===== src/pv2_pkg.sv =====
package pv2_pkg;

   typedef enum logic [3:0] {
      PH_START,
      PH_V2MAGIC,
      PH_V1MAGIC,
      PH_VERCMD,
      PH_FAMPROTO,
      PH_LEN,
      PH_ADDR,
      PH_TTYPE,
      PH_TLEN1,
      PH_TLEN2,
      PH_TVAL,
      PH_SKIP,
      PH_IDLE
   } phase_type;

   localparam logic [3:0] ST_DONE        = 4'd0;
   localparam logic [3:0] ST_TLV_BYTE    = 4'd1;
   localparam logic [3:0] ST_TLV_LAST    = 4'd2;
   localparam logic [3:0] ST_TLV_EMPTY   = 4'd3;
   localparam logic [3:0] ST_V1_SEEN     = 4'd4;
   localparam logic [3:0] ST_BAD_MAGIC   = 4'd5;
   localparam logic [3:0] ST_BAD_VERSION = 4'd6;
   localparam logic [3:0] ST_BAD_COMMAND = 4'd7;
   localparam logic [3:0] ST_BAD_FAMILY  = 4'd8;
   localparam logic [3:0] ST_BAD_PROTO   = 4'd9;
   localparam logic [3:0] ST_SHORT_BLOCK = 4'd10;

   localparam logic [1:0] FAM_UNSPEC = 2'd0;
   localparam logic [1:0] FAM_INET   = 2'd1;
   localparam logic [1:0] FAM_INET6  = 2'd2;
   localparam logic [1:0] FAM_UNIX   = 2'd3;

   localparam logic [1:0] TR_UNSPEC  = 2'd0;

   localparam logic [3:0] VERSION_2  = 4'd2;

   localparam logic [15:0] V2_MAGIC_LEN = 16'd12;
   localparam logic [15:0] V1_MAGIC_LEN = 16'd5;

   localparam logic [7:0] NEED_INET  = 8'd12;
   localparam logic [7:0] NEED_INET6 = 8'd36;
   localparam logic [7:0] NEED_UNIX  = 8'd216;

   localparam logic [15:0] ADDR_END_INET  = 16'd11;
   localparam logic [15:0] ADDR_END_INET6 = 16'd35;

   typedef struct packed {
      logic [3:0]  status;
      logic        command;
      logic [1:0]  address_family;
      logic [1:0]  transport;
      logic [63:0] saddr_hi;
      logic [63:0] saddr_lo;
      logic [63:0] daddr_hi;
      logic [63:0] daddr_lo;
      logic [15:0] sport;
      logic [15:0] dport;
      logic [7:0]  tlv_type;
      logic [7:0]  tlv_data;
   } rsp_type;

   function automatic logic [7:0] v2_magic_byte(input logic [3:0] idx);
      logic [7:0] val;
      case (idx)
         4'd0:    val = 8'h0D;
         4'd1:    val = 8'h0A;
         4'd2:    val = 8'h0D;
         4'd3:    val = 8'h0A;
         4'd4:    val = 8'h00;
         4'd5:    val = 8'h0D;
         4'd6:    val = 8'h0A;
         4'd7:    val = 8'h51;
         4'd8:    val = 8'h55;
         4'd9:    val = 8'h49;
         4'd10:   val = 8'h54;
         4'd11:   val = 8'h0A;
         default: val = 8'h00;
      endcase
      return val;
   endfunction

   function automatic logic [7:0] v1_magic_byte(input logic [2:0] idx);
      logic [7:0] val;
      case (idx)
         3'd0:    val = 8'h50;
         3'd1:    val = 8'h52;
         3'd2:    val = 8'h4F;
         3'd3:    val = 8'h58;
         3'd4:    val = 8'h59;
         default: val = 8'h00;
      endcase
      return val;
   endfunction

endpackage


===== src/pv2_parse.sv =====
module pv2_parse (
   input  logic             clock,
   input  logic             reset,
   input  logic             step,
   input  logic [7:0]       byte_value,
   input  logic             start_of_stream,
   output logic             emit,
   output pv2_pkg::rsp_type result
);
   import pv2_pkg::*;

   phase_type   phase_ff, phase_in, eff_phase;
   logic [15:0] count_ff, count_in, eff_count;
   logic [15:0] blen_ff, blen_in, eff_blen;
   logic [4:0]  hdr_ff, hdr_in, eff_hdr;
   logic [63:0] src_hi_ff, src_hi_in, eff_src_hi;
   logic [63:0] src_lo_ff, src_lo_in, eff_src_lo;
   logic [63:0] dst_hi_ff, dst_hi_in, eff_dst_hi;
   logic [63:0] dst_lo_ff, dst_lo_in, eff_dst_lo;
   logic [31:0] ports_ff, ports_in, eff_ports;
   logic [7:0]  ttype_ff, ttype_in, eff_ttype;
   logic [15:0] trem_ff, trem_in, eff_trem;

   logic [15:0] count_inc;
   logic        last;
   logic        v2_hit, v1_hit;
   logic        ver_ok, cmd_ok, fam_ok, tr_ok;
   logic [15:0] blen_full;
   logic        skip_all, fam6, too_short;
   logic [7:0]  need;
   logic        addr_end;
   logic [15:0] trem_full, trem_dec;
   logic [16:0] room;
   logic        tlv_over;

   logic [3:0]  status;
   logic [7:0]  out_ttype, out_tdata;

   assign eff_phase  = start_of_stream ? PH_START : phase_ff;
   assign eff_count  = start_of_stream ? '0 : count_ff;
   assign eff_blen   = start_of_stream ? '0 : blen_ff;
   assign eff_hdr    = start_of_stream ? '0 : hdr_ff;
   assign eff_src_hi = start_of_stream ? '0 : src_hi_ff;
   assign eff_src_lo = start_of_stream ? '0 : src_lo_ff;
   assign eff_dst_hi = start_of_stream ? '0 : dst_hi_ff;
   assign eff_dst_lo = start_of_stream ? '0 : dst_lo_ff;
   assign eff_ports  = start_of_stream ? '0 : ports_ff;
   assign eff_ttype  = start_of_stream ? '0 : ttype_ff;
   assign eff_trem   = start_of_stream ? '0 : trem_ff;

   assign count_inc = eff_count + 16'd1;
   assign last      = (count_inc == eff_blen);

   assign v2_hit = (eff_count < V2_MAGIC_LEN) && (byte_value == v2_magic_byte(eff_count[3:0]));
   assign v1_hit = (eff_count < V1_MAGIC_LEN) && (byte_value == v1_magic_byte(eff_count[2:0]));

   assign ver_ok = (byte_value[7:4] == VERSION_2);
   assign cmd_ok = (byte_value[3:0] <= 4'd1);
   assign fam_ok = (byte_value[7:4] <= 4'd3);
   assign tr_ok  = (byte_value[3:0] <= 4'd2);

   assign blen_full = {eff_blen[15:8], byte_value};
   assign skip_all  = (eff_hdr[3:2] == FAM_UNSPEC) || (eff_hdr[1:0] == TR_UNSPEC);
   assign fam6      = (eff_hdr[3:2] == FAM_INET6);
   assign need      = (eff_hdr[3:2] == FAM_UNIX) ? NEED_UNIX : (fam6 ? NEED_INET6 : NEED_INET);
   assign too_short = (blen_full < {8'd0, need});
   assign addr_end  = (eff_count == (fam6 ? ADDR_END_INET6 : ADDR_END_INET));

   assign trem_full = {eff_trem[15:8], byte_value};
   assign trem_dec  = eff_trem - 16'd1;
   assign room      = {1'b0, eff_blen} - {1'b0, count_inc};
   assign tlv_over  = !room[16] && (trem_full > room[15:0]);

   always_comb begin
      phase_in  = eff_phase;
      count_in  = eff_count;
      blen_in   = eff_blen;
      hdr_in    = eff_hdr;
      src_hi_in = eff_src_hi;
      src_lo_in = eff_src_lo;
      dst_hi_in = eff_dst_hi;
      dst_lo_in = eff_dst_lo;
      ports_in  = eff_ports;
      ttype_in  = eff_ttype;
      trem_in   = eff_trem;
      case (eff_phase)
         PH_START: begin
            if (byte_value == v2_magic_byte(4'd0)) begin
               phase_in = PH_V2MAGIC;
               count_in = 16'd1;
            end else if (byte_value == v1_magic_byte(3'd0)) begin
               phase_in = PH_V1MAGIC;
               count_in = 16'd1;
            end else begin
               phase_in = PH_IDLE;
            end
         end
         PH_V2MAGIC: begin
            if (!v2_hit) begin
               phase_in = PH_IDLE;
            end else if (count_inc == V2_MAGIC_LEN) begin
               count_in = '0;
               phase_in = PH_VERCMD;
            end else begin
               count_in = count_inc;
            end
         end
         PH_V1MAGIC: begin
            if (!v1_hit) begin
               phase_in = PH_IDLE;
            end else begin
               count_in = count_inc;
               if (count_inc == V1_MAGIC_LEN) begin
                  phase_in = PH_IDLE;
               end
            end
         end
         PH_VERCMD: begin
            if (!ver_ok || !cmd_ok) begin
               phase_in = PH_IDLE;
            end else begin
               hdr_in   = {byte_value[0], 4'd0};
               phase_in = PH_FAMPROTO;
            end
         end
         PH_FAMPROTO: begin
            if (!fam_ok || !tr_ok) begin
               phase_in = PH_IDLE;
            end else begin
               hdr_in   = {eff_hdr[4], byte_value[5:4], byte_value[1:0]};
               phase_in = PH_LEN;
               count_in = '0;
            end
         end
         PH_LEN: begin
            if (eff_count == 16'd0) begin
               blen_in  = {byte_value, 8'd0};
               count_in = 16'd1;
            end else begin
               blen_in  = blen_full;
               count_in = '0;
               if (skip_all) begin
                  phase_in = (blen_full == 16'd0) ? PH_IDLE : PH_SKIP;
               end else if (too_short) begin
                  phase_in = PH_IDLE;
               end else begin
                  phase_in = (eff_hdr[3:2] == FAM_UNIX) ? PH_SKIP : PH_ADDR;
               end
            end
         end
         PH_ADDR: begin
            count_in = count_inc;
            if (fam6) begin
               if (eff_count < 16'd8) begin
                  src_hi_in = {eff_src_hi[55:0], byte_value};
               end else if (eff_count < 16'd16) begin
                  src_lo_in = {eff_src_lo[55:0], byte_value};
               end else if (eff_count < 16'd24) begin
                  dst_hi_in = {eff_dst_hi[55:0], byte_value};
               end else if (eff_count < 16'd32) begin
                  dst_lo_in = {eff_dst_lo[55:0], byte_value};
               end else begin
                  ports_in = {eff_ports[23:0], byte_value};
               end
            end else begin
               if (eff_count < 16'd4) begin
                  src_lo_in = {eff_src_lo[55:0], byte_value};
               end else if (eff_count < 16'd8) begin
                  dst_lo_in = {eff_dst_lo[55:0], byte_value};
               end else begin
                  ports_in = {eff_ports[23:0], byte_value};
               end
            end
            if (addr_end) begin
               if (last) begin
                  phase_in = PH_IDLE;
               end else begin
                  phase_in = eff_hdr[4] ? PH_TTYPE : PH_SKIP;
               end
            end
         end
         PH_SKIP: begin
            count_in = count_inc;
            if (last) begin
               phase_in = PH_IDLE;
            end
         end
         PH_TTYPE: begin
            count_in = count_inc;
            ttype_in = byte_value;
            phase_in = last ? PH_IDLE : PH_TLEN1;
         end
         PH_TLEN1: begin
            count_in = count_inc;
            trem_in  = {byte_value, 8'd0};
            phase_in = last ? PH_IDLE : PH_TLEN2;
         end
         PH_TLEN2: begin
            count_in = count_inc;
            trem_in  = trem_full;
            if (tlv_over) begin
               phase_in = PH_IDLE;
            end else if (trem_full == 16'd0) begin
               phase_in = last ? PH_IDLE : PH_TTYPE;
            end else begin
               phase_in = PH_TVAL;
            end
         end
         PH_TVAL: begin
            count_in = count_inc;
            trem_in  = trem_dec;
            if (trem_dec == 16'd0) begin
               phase_in = last ? PH_IDLE : PH_TTYPE;
            end
         end
         default: begin
            phase_in = PH_IDLE;
         end
      endcase
   end

   always_comb begin
      emit      = 1'b0;
      status    = ST_DONE;
      out_ttype = '0;
      out_tdata = '0;
      case (eff_phase)
         PH_START: begin
            if (byte_value != v2_magic_byte(4'd0) && byte_value != v1_magic_byte(3'd0)) begin
               emit   = 1'b1;
               status = ST_BAD_MAGIC;
            end
         end
         PH_V2MAGIC: begin
            if (!v2_hit) begin
               emit   = 1'b1;
               status = ST_BAD_MAGIC;
            end
         end
         PH_V1MAGIC: begin
            if (!v1_hit) begin
               emit   = 1'b1;
               status = ST_BAD_MAGIC;
            end else if (count_inc == V1_MAGIC_LEN) begin
               emit   = 1'b1;
               status = ST_V1_SEEN;
            end
         end
         PH_VERCMD: begin
            if (!ver_ok) begin
               emit   = 1'b1;
               status = ST_BAD_VERSION;
            end else if (!cmd_ok) begin
               emit   = 1'b1;
               status = ST_BAD_COMMAND;
            end
         end
         PH_FAMPROTO: begin
            if (!fam_ok) begin
               emit   = 1'b1;
               status = ST_BAD_FAMILY;
            end else if (!tr_ok) begin
               emit   = 1'b1;
               status = ST_BAD_PROTO;
            end
         end
         PH_LEN: begin
            if (eff_count != 16'd0) begin
               if (skip_all) begin
                  emit   = (blen_full == 16'd0);
                  status = ST_DONE;
               end else if (too_short) begin
                  emit   = 1'b1;
                  status = ST_SHORT_BLOCK;
               end
            end
         end
         PH_ADDR: begin
            emit   = addr_end && last;
            status = ST_DONE;
         end
         PH_SKIP: begin
            emit   = last;
            status = ST_DONE;
         end
         PH_TTYPE, PH_TLEN1: begin
            emit   = last;
            status = ST_SHORT_BLOCK;
         end
         PH_TLEN2: begin
            if (tlv_over) begin
               emit   = 1'b1;
               status = ST_SHORT_BLOCK;
            end else if (trem_full == 16'd0) begin
               emit      = 1'b1;
               status    = last ? ST_DONE : ST_TLV_EMPTY;
               out_ttype = eff_ttype;
            end
         end
         PH_TVAL: begin
            emit      = 1'b1;
            out_ttype = eff_ttype;
            out_tdata = byte_value;
            if (trem_dec == 16'd0) begin
               status = last ? ST_DONE : ST_TLV_LAST;
            end else begin
               status = ST_TLV_BYTE;
            end
         end
         default: begin
            emit = 1'b0;
         end
      endcase
   end

   always_comb begin
      result.status         = status;
      result.command        = hdr_in[4];
      result.address_family = hdr_in[3:2];
      result.transport      = hdr_in[1:0];
      result.saddr_hi       = src_hi_in;
      result.saddr_lo       = src_lo_in;
      result.daddr_hi       = dst_hi_in;
      result.daddr_lo       = dst_lo_in;
      result.sport          = ports_in[31:16];
      result.dport          = ports_in[15:0];
      result.tlv_type       = out_ttype;
      result.tlv_data       = out_tdata;
   end

   always_ff @(posedge clock) begin
      if (reset) begin
         phase_ff  <= PH_START;
         count_ff  <= '0;
         blen_ff   <= '0;
         hdr_ff    <= '0;
         src_hi_ff <= '0;
         src_lo_ff <= '0;
         dst_hi_ff <= '0;
         dst_lo_ff <= '0;
         ports_ff  <= '0;
         ttype_ff  <= '0;
         trem_ff   <= '0;
      end else if (step) begin
         phase_ff  <= phase_in;
         count_ff  <= count_in;
         blen_ff   <= blen_in;
         hdr_ff    <= hdr_in;
         src_hi_ff <= src_hi_in;
         src_lo_ff <= src_lo_in;
         dst_hi_ff <= dst_hi_in;
         dst_lo_ff <= dst_lo_in;
         ports_ff  <= ports_in;
         ttype_ff  <= ttype_in;
         trem_ff   <= trem_in;
      end
   end

endmodule


===== src/proxy_v2_binary_header_parser.sv =====
// Channel   Direction  Fields                                              Beat when
// req_      in         byte_value, start_of_stream                         req_valid & req_ready
// rsp_      out        status, command, address_family, transport,         rsp_valid & rsp_ready
//                      source/dest addr hi/lo, source/dest port, tlv_type, tlv_data
//
// One byte per cycle unless a held result stalls; results come from the result register.
// The path runs input register -> parser state update -> result register.
// reset clears the parser to wait for magic and empties both registers.
// A held result stalls the parser; the input register still takes one more beat.
module proxy_v2_binary_header_parser (
   input  logic        clock,
   input  logic        reset,
   input  logic        req_valid,
   output logic        req_ready,
   input  logic [7:0]  req_byte_value,
   input  logic        req_start_of_stream,
   output logic        rsp_valid,
   input  logic        rsp_ready,
   output logic [3:0]  rsp_status,
   output logic        rsp_command,
   output logic [1:0]  rsp_address_family,
   output logic [1:0]  rsp_transport,
   output logic [63:0] rsp_saddr_hi,
   output logic [63:0] rsp_saddr_lo,
   output logic [63:0] rsp_daddr_hi,
   output logic [63:0] rsp_daddr_lo,
   output logic [15:0] rsp_sport,
   output logic [15:0] rsp_dport,
   output logic [7:0]  rsp_tlv_type,
   output logic [7:0]  rsp_tlv_data
);
   import pv2_pkg::*;

   logic       in_valid_ff, in_valid_in;
   logic [7:0] in_byte_ff;
   logic       in_sos_ff;
   logic       step;
   logic       emit;
   rsp_type    result;
   logic       out_valid_ff, out_valid_in;
   rsp_type    out_ff;

   assign step        = in_valid_ff && (!out_valid_ff || rsp_ready);
   assign req_ready   = !in_valid_ff || step;
   assign in_valid_in = (req_valid && req_ready) || (in_valid_ff && !step);
   assign out_valid_in = (out_valid_ff && !rsp_ready) || (step && emit);

   pv2_parse u_parse (
      .clock           (clock),
      .reset           (reset),
      .step            (step),
      .byte_value      (in_byte_ff),
      .start_of_stream (in_sos_ff),
      .emit            (emit),
      .result          (result)
   );

   always_ff @(posedge clock) begin
      if (reset) begin
         in_valid_ff  <= 1'b0;
         out_valid_ff <= 1'b0;
      end else begin
         in_valid_ff  <= in_valid_in;
         out_valid_ff <= out_valid_in;
      end
   end

   always_ff @(posedge clock) begin
      if (req_valid && req_ready) begin
         in_byte_ff <= req_byte_value;
         in_sos_ff  <= req_start_of_stream;
      end
      if (step && emit) begin
         out_ff <= result;
      end
   end

   assign rsp_valid          = out_valid_ff;
   assign rsp_status         = out_ff.status;
   assign rsp_command        = out_ff.command;
   assign rsp_address_family = out_ff.address_family;
   assign rsp_transport      = out_ff.transport;
   assign rsp_saddr_hi       = out_ff.saddr_hi;
   assign rsp_saddr_lo       = out_ff.saddr_lo;
   assign rsp_daddr_hi       = out_ff.daddr_hi;
   assign rsp_daddr_lo       = out_ff.daddr_lo;
   assign rsp_sport          = out_ff.sport;
   assign rsp_dport          = out_ff.dport;
   assign rsp_tlv_type       = out_ff.tlv_type;
   assign rsp_tlv_data       = out_ff.tlv_data;

endmodule


===== config.mk =====
export PLATFORM = sky130hd
export DESIGN_NAME = proxy_v2_binary_header_parser
export DESIGN_NICKNAME = d
export VERILOG_FILES = /design/src/pv2_pkg.sv /design/src/pv2_parse.sv /design/src/proxy_v2_binary_header_parser.sv
export SDC_FILE = /design/constraint.sdc
export NUM_CORES = 2
export LEC_CHECK = 0
export ABC_AREA = 1
export BUFFER_PORTS_ARGS = -buffer_cell sky130_fd_sc_hd__buf_2
export CORE_MARGIN = 3
export CORE_UTILIZATION = 47
export DETAILED_ROUTE_END_ITERATION = 10
export HOLD_SLACK_MARGIN = 0.03
export PLACE_DENSITY = 0.76
export SYNTH_ARGS = -nofsm -noshare
export SYNTH_HDL_FRONTEND = slang
export SYNTH_SLANG_ARGS = --single-unit

===== constraint.sdc =====
create_clock -name clock -period 13.85 [get_ports clock]
set_input_delay 2.77 -clock clock [delete_from_list [all_inputs] [get_ports clock]]
set_output_delay 2.77 -clock clock [all_outputs]
set_load 0.03 [all_outputs]

==> impl_metrics.toml <==
[status]
status = "completed"

[yosys]
yosysWarnings = 0
synth_area_per_cell_um2 = 7.86
synth_nets = 4282
netlist.area_leader.share_pct = 29.1
post_synth_main_area_contributors = "edfxtp_1 29%, dfxtp_1 21%, nand2_1 7.6%"
ys_seq_area_share_pct = 50.5
synth_seq_cells = 677
syn_area_um2 = 33200
synth-edff-count = 322
ys.flop_type = "dfxtp_1"
yosysMostFrequentCell = "nand2_1"
yosysUniqueCellTypes = 59
synth_largest_area_cell = "edfxtp_1"
syn_inst = 4229
synthArstFlopShare_pct = 0
synth_common_cells = "677 x nand2_1, 600 x inv_1, 558 x nor2_1"

[clock_tree]
postCtsHoldBufs = 0
ctsHtreeMaxLevel = 3
cts_resized = 0
numCtsBuffers = 73
clk_pin_slew_worst_paths_ns = 0.06
cts_tree = "built"
cts-root-buf = "clkbuf_16"
clockBufferDepth = 3
cts_setup_buffers = 0
clk_latency_ns = 0.62
cts.sinks = 677

[routing]
firstDrtPassIters = 7
vias = 29751
drt-initial-drc-count = 3814
drt_wl_total_mm = 99.2
post_drt_wl_per_cell_um = 18.4
viasPerCell = 5.51
remaining_drc_errors = 0
antenna_left = 0

[setup_path]
path_class = "register to register"
crit_buf_inv = 7
crit_slowest_cell = "buf_4"
endpoint_kind = "register"
critical_path.max_stage_delay_ns = 0.84
crit_required_ns = 14.08
critPathMaxFanout = 108
arrival_ns = 8.35
cp_top_family = "buffers and inverters"
cp_common_cell = "nand2_1"
startpoint_type = "register"

[pwr]
power.density_nw_per_um2 = 127
p_leak_nw = 16.5
vdd.ir_drop.worst_mv = 0.0927

[sta]
fin_skew_ns = 0.0293
tightestPinTransition_ns = 1.19
hold_ws_ns = 0.459
fin_setup_tns_ns = 0
timing.final.crit_share_pct = 58.6
final_max_slew_viol_count = 0
rsz0062_at_grt = "no"
fmax_mhz = 123
hold_viol = 0
worst_slack_ns = 5.73
setup_violations = 0
fin_crit_ns = 8.12
relSlewSlack_pct = 20.6

[global_routing]
grt_pass1_wl_mm = 154
grt-ovfl-total = 0
antenna_found_initial = 3
grt_util_all_layers_pct = 26.1
grt_pass1_vias = 26985
grt_max_degree = 254

[floorplan]
io_pins = 328
die_h_um = 272
die-area_um2 = 73900
die_w_um = 272
coreArea_um2 = 69300
initial_core_util_pct = 47.9
rows = 96

[placed_design]
portBuffers = 327
placed_cell_area_um2 = 35300
gp_congestion = 0.967
placed_cells = 5264
pre_cts_slack_ns = 5.84
dp_hpwl_mm = 64.2

[finish]
drive_above_1_share_pct = 12.3
seq_area_um2 = 16800
instances_no_fill = 5399
fin_area_um2 = 37600
multi_input_area_um2 = 13000
fill_cells = 6410
diodes = 0
finalNetCount = 4461
layout-area-overhead-vs-synth_pct = 13.2

[flow_run]
maxCapViolCount = 0

[min_path]
hold_class = "register to register"
cell usage in the layout, fill, tap and decap left out, types with 7 or more instances in the layout:
cell type  netlist  final
o21ai_1         63     63
nor2_1         558    557
o31ai_1          9      9
xor2_1          16     16
inv_1          600    598
nand4_1         31     31
nor3_1          28     28
o21ai_0        481    481
nand2_2         16     15
nand2_1        677    676
nor2_2          10     11
dfxtp_1        355    355
o211ai_1        15     15
a21oi_1        350    350
clkbuf_1       187     17
xnor2_1          7      7
a31oi_1         13     13
clkinv_1         9     19
nand3_1        145    145
ha_1            39     39
a22oi_1         18     18
o221ai_1        31     31
clkinv_2         0     14
clkbuf_8         0      7
clkbuf_16        0     74
a211oi_1        44     44
nand3b_1         9      9
inv_2           20     19
edfxtp_1       322    322
o22ai_1         45     45
buf_2           39    326
buf_4            4     29
per-stage QoR:
stage | power, mW | utilization (%)
final | 4.78 | 54.3
after global routing | 4.96 | 54.3
after CTS | 4.81 | 54.3
after detailed placement | 2.89 | 50.9
after global placement | 2.88 | 50.9
after floorplan | 2.73 | -
layer usage:
layer	vias to the layer above	GRT usage, %	part of all wire, %
li1	14358	-	-
met1	13763	35.7	42
met2	1394	40.6	45
met3	236	4.56	8.7
met4	0	11.4	4.3
met5	-	0	0
worst min-delay path, cell delays in order, from the launching register on:
cell	delay, ns
dfxtp_1	0.30
inv_1	0.06
a211oi_1	0.06
state kept, by name, summed over array words and instances (netlist names), 16 cells and up:
name and cells:
rsp_saddr_hi 64, u_parse.src_hi_ff 64, rsp_saddr_lo 64, rsp_daddr_lo 64, rsp_dport 16, u_parse.dst_lo_ff 64
u_parse.dst_hi_ff 64, rsp_daddr_hi 64, u_parse.count_ff 16, u_parse.trem_ff 16, u_parse.ports_ff 32, u_parse.src_lo_ff 64
rsp_sport 16, u_parse.blen_ff 16
power by group:
part / total (mW) / internal, mW / switching (mW)
Combinational: 0.587 / 0.153 / 0.433
Clock: 1.92 / 1.10 / 0.819
Sequential: 2.27 / 2.22 / 0.0492
path summary, 6_finish.rpt:
check	start	endpoint	slack [ns]	cells past startpoint
worst max-delay path	in_sos_ff	rsp_daddr_hi[35]	5.73	30
worst min-delay path	u_parse.dst_lo_ff[26]	u_parse.dst_lo_ff[26]	0.46	2
worst max register to register	in_sos_ff	rsp_daddr_hi[35]	5.73	30
worst min register to register	u_parse.dst_lo_ff[26]	u_parse.dst_lo_ff[26]	0.46	2
cell families (layout without fill, tap and decap cells):
family	count (synthesis)	count (layout)	share of synthesized area, %
AND/OR/NAND/NOR	1501	1501	18.6
AO/OA/AOI/OAI	1103	1103	18.3
buffers and inverters	884	1123	10.4
flip-flops	677	677	50.5
adder cells (fa/ha/maj)	40	40	1.53
XOR/XNOR	24	24	0.655
area by class of cell:
cell class | count | area share (%)
sequential | 677 | 44.6
multi-input combinational | 2668 | 34.6
inverter | 629 | 6.32
clock buffer | 97 | 5.31
timing repair buffer | 359 | 5.11
tap | 931 | 3.10
clock inverter | 38 | 0.922
No activity file was read; power rests on OpenSTA's default activity.
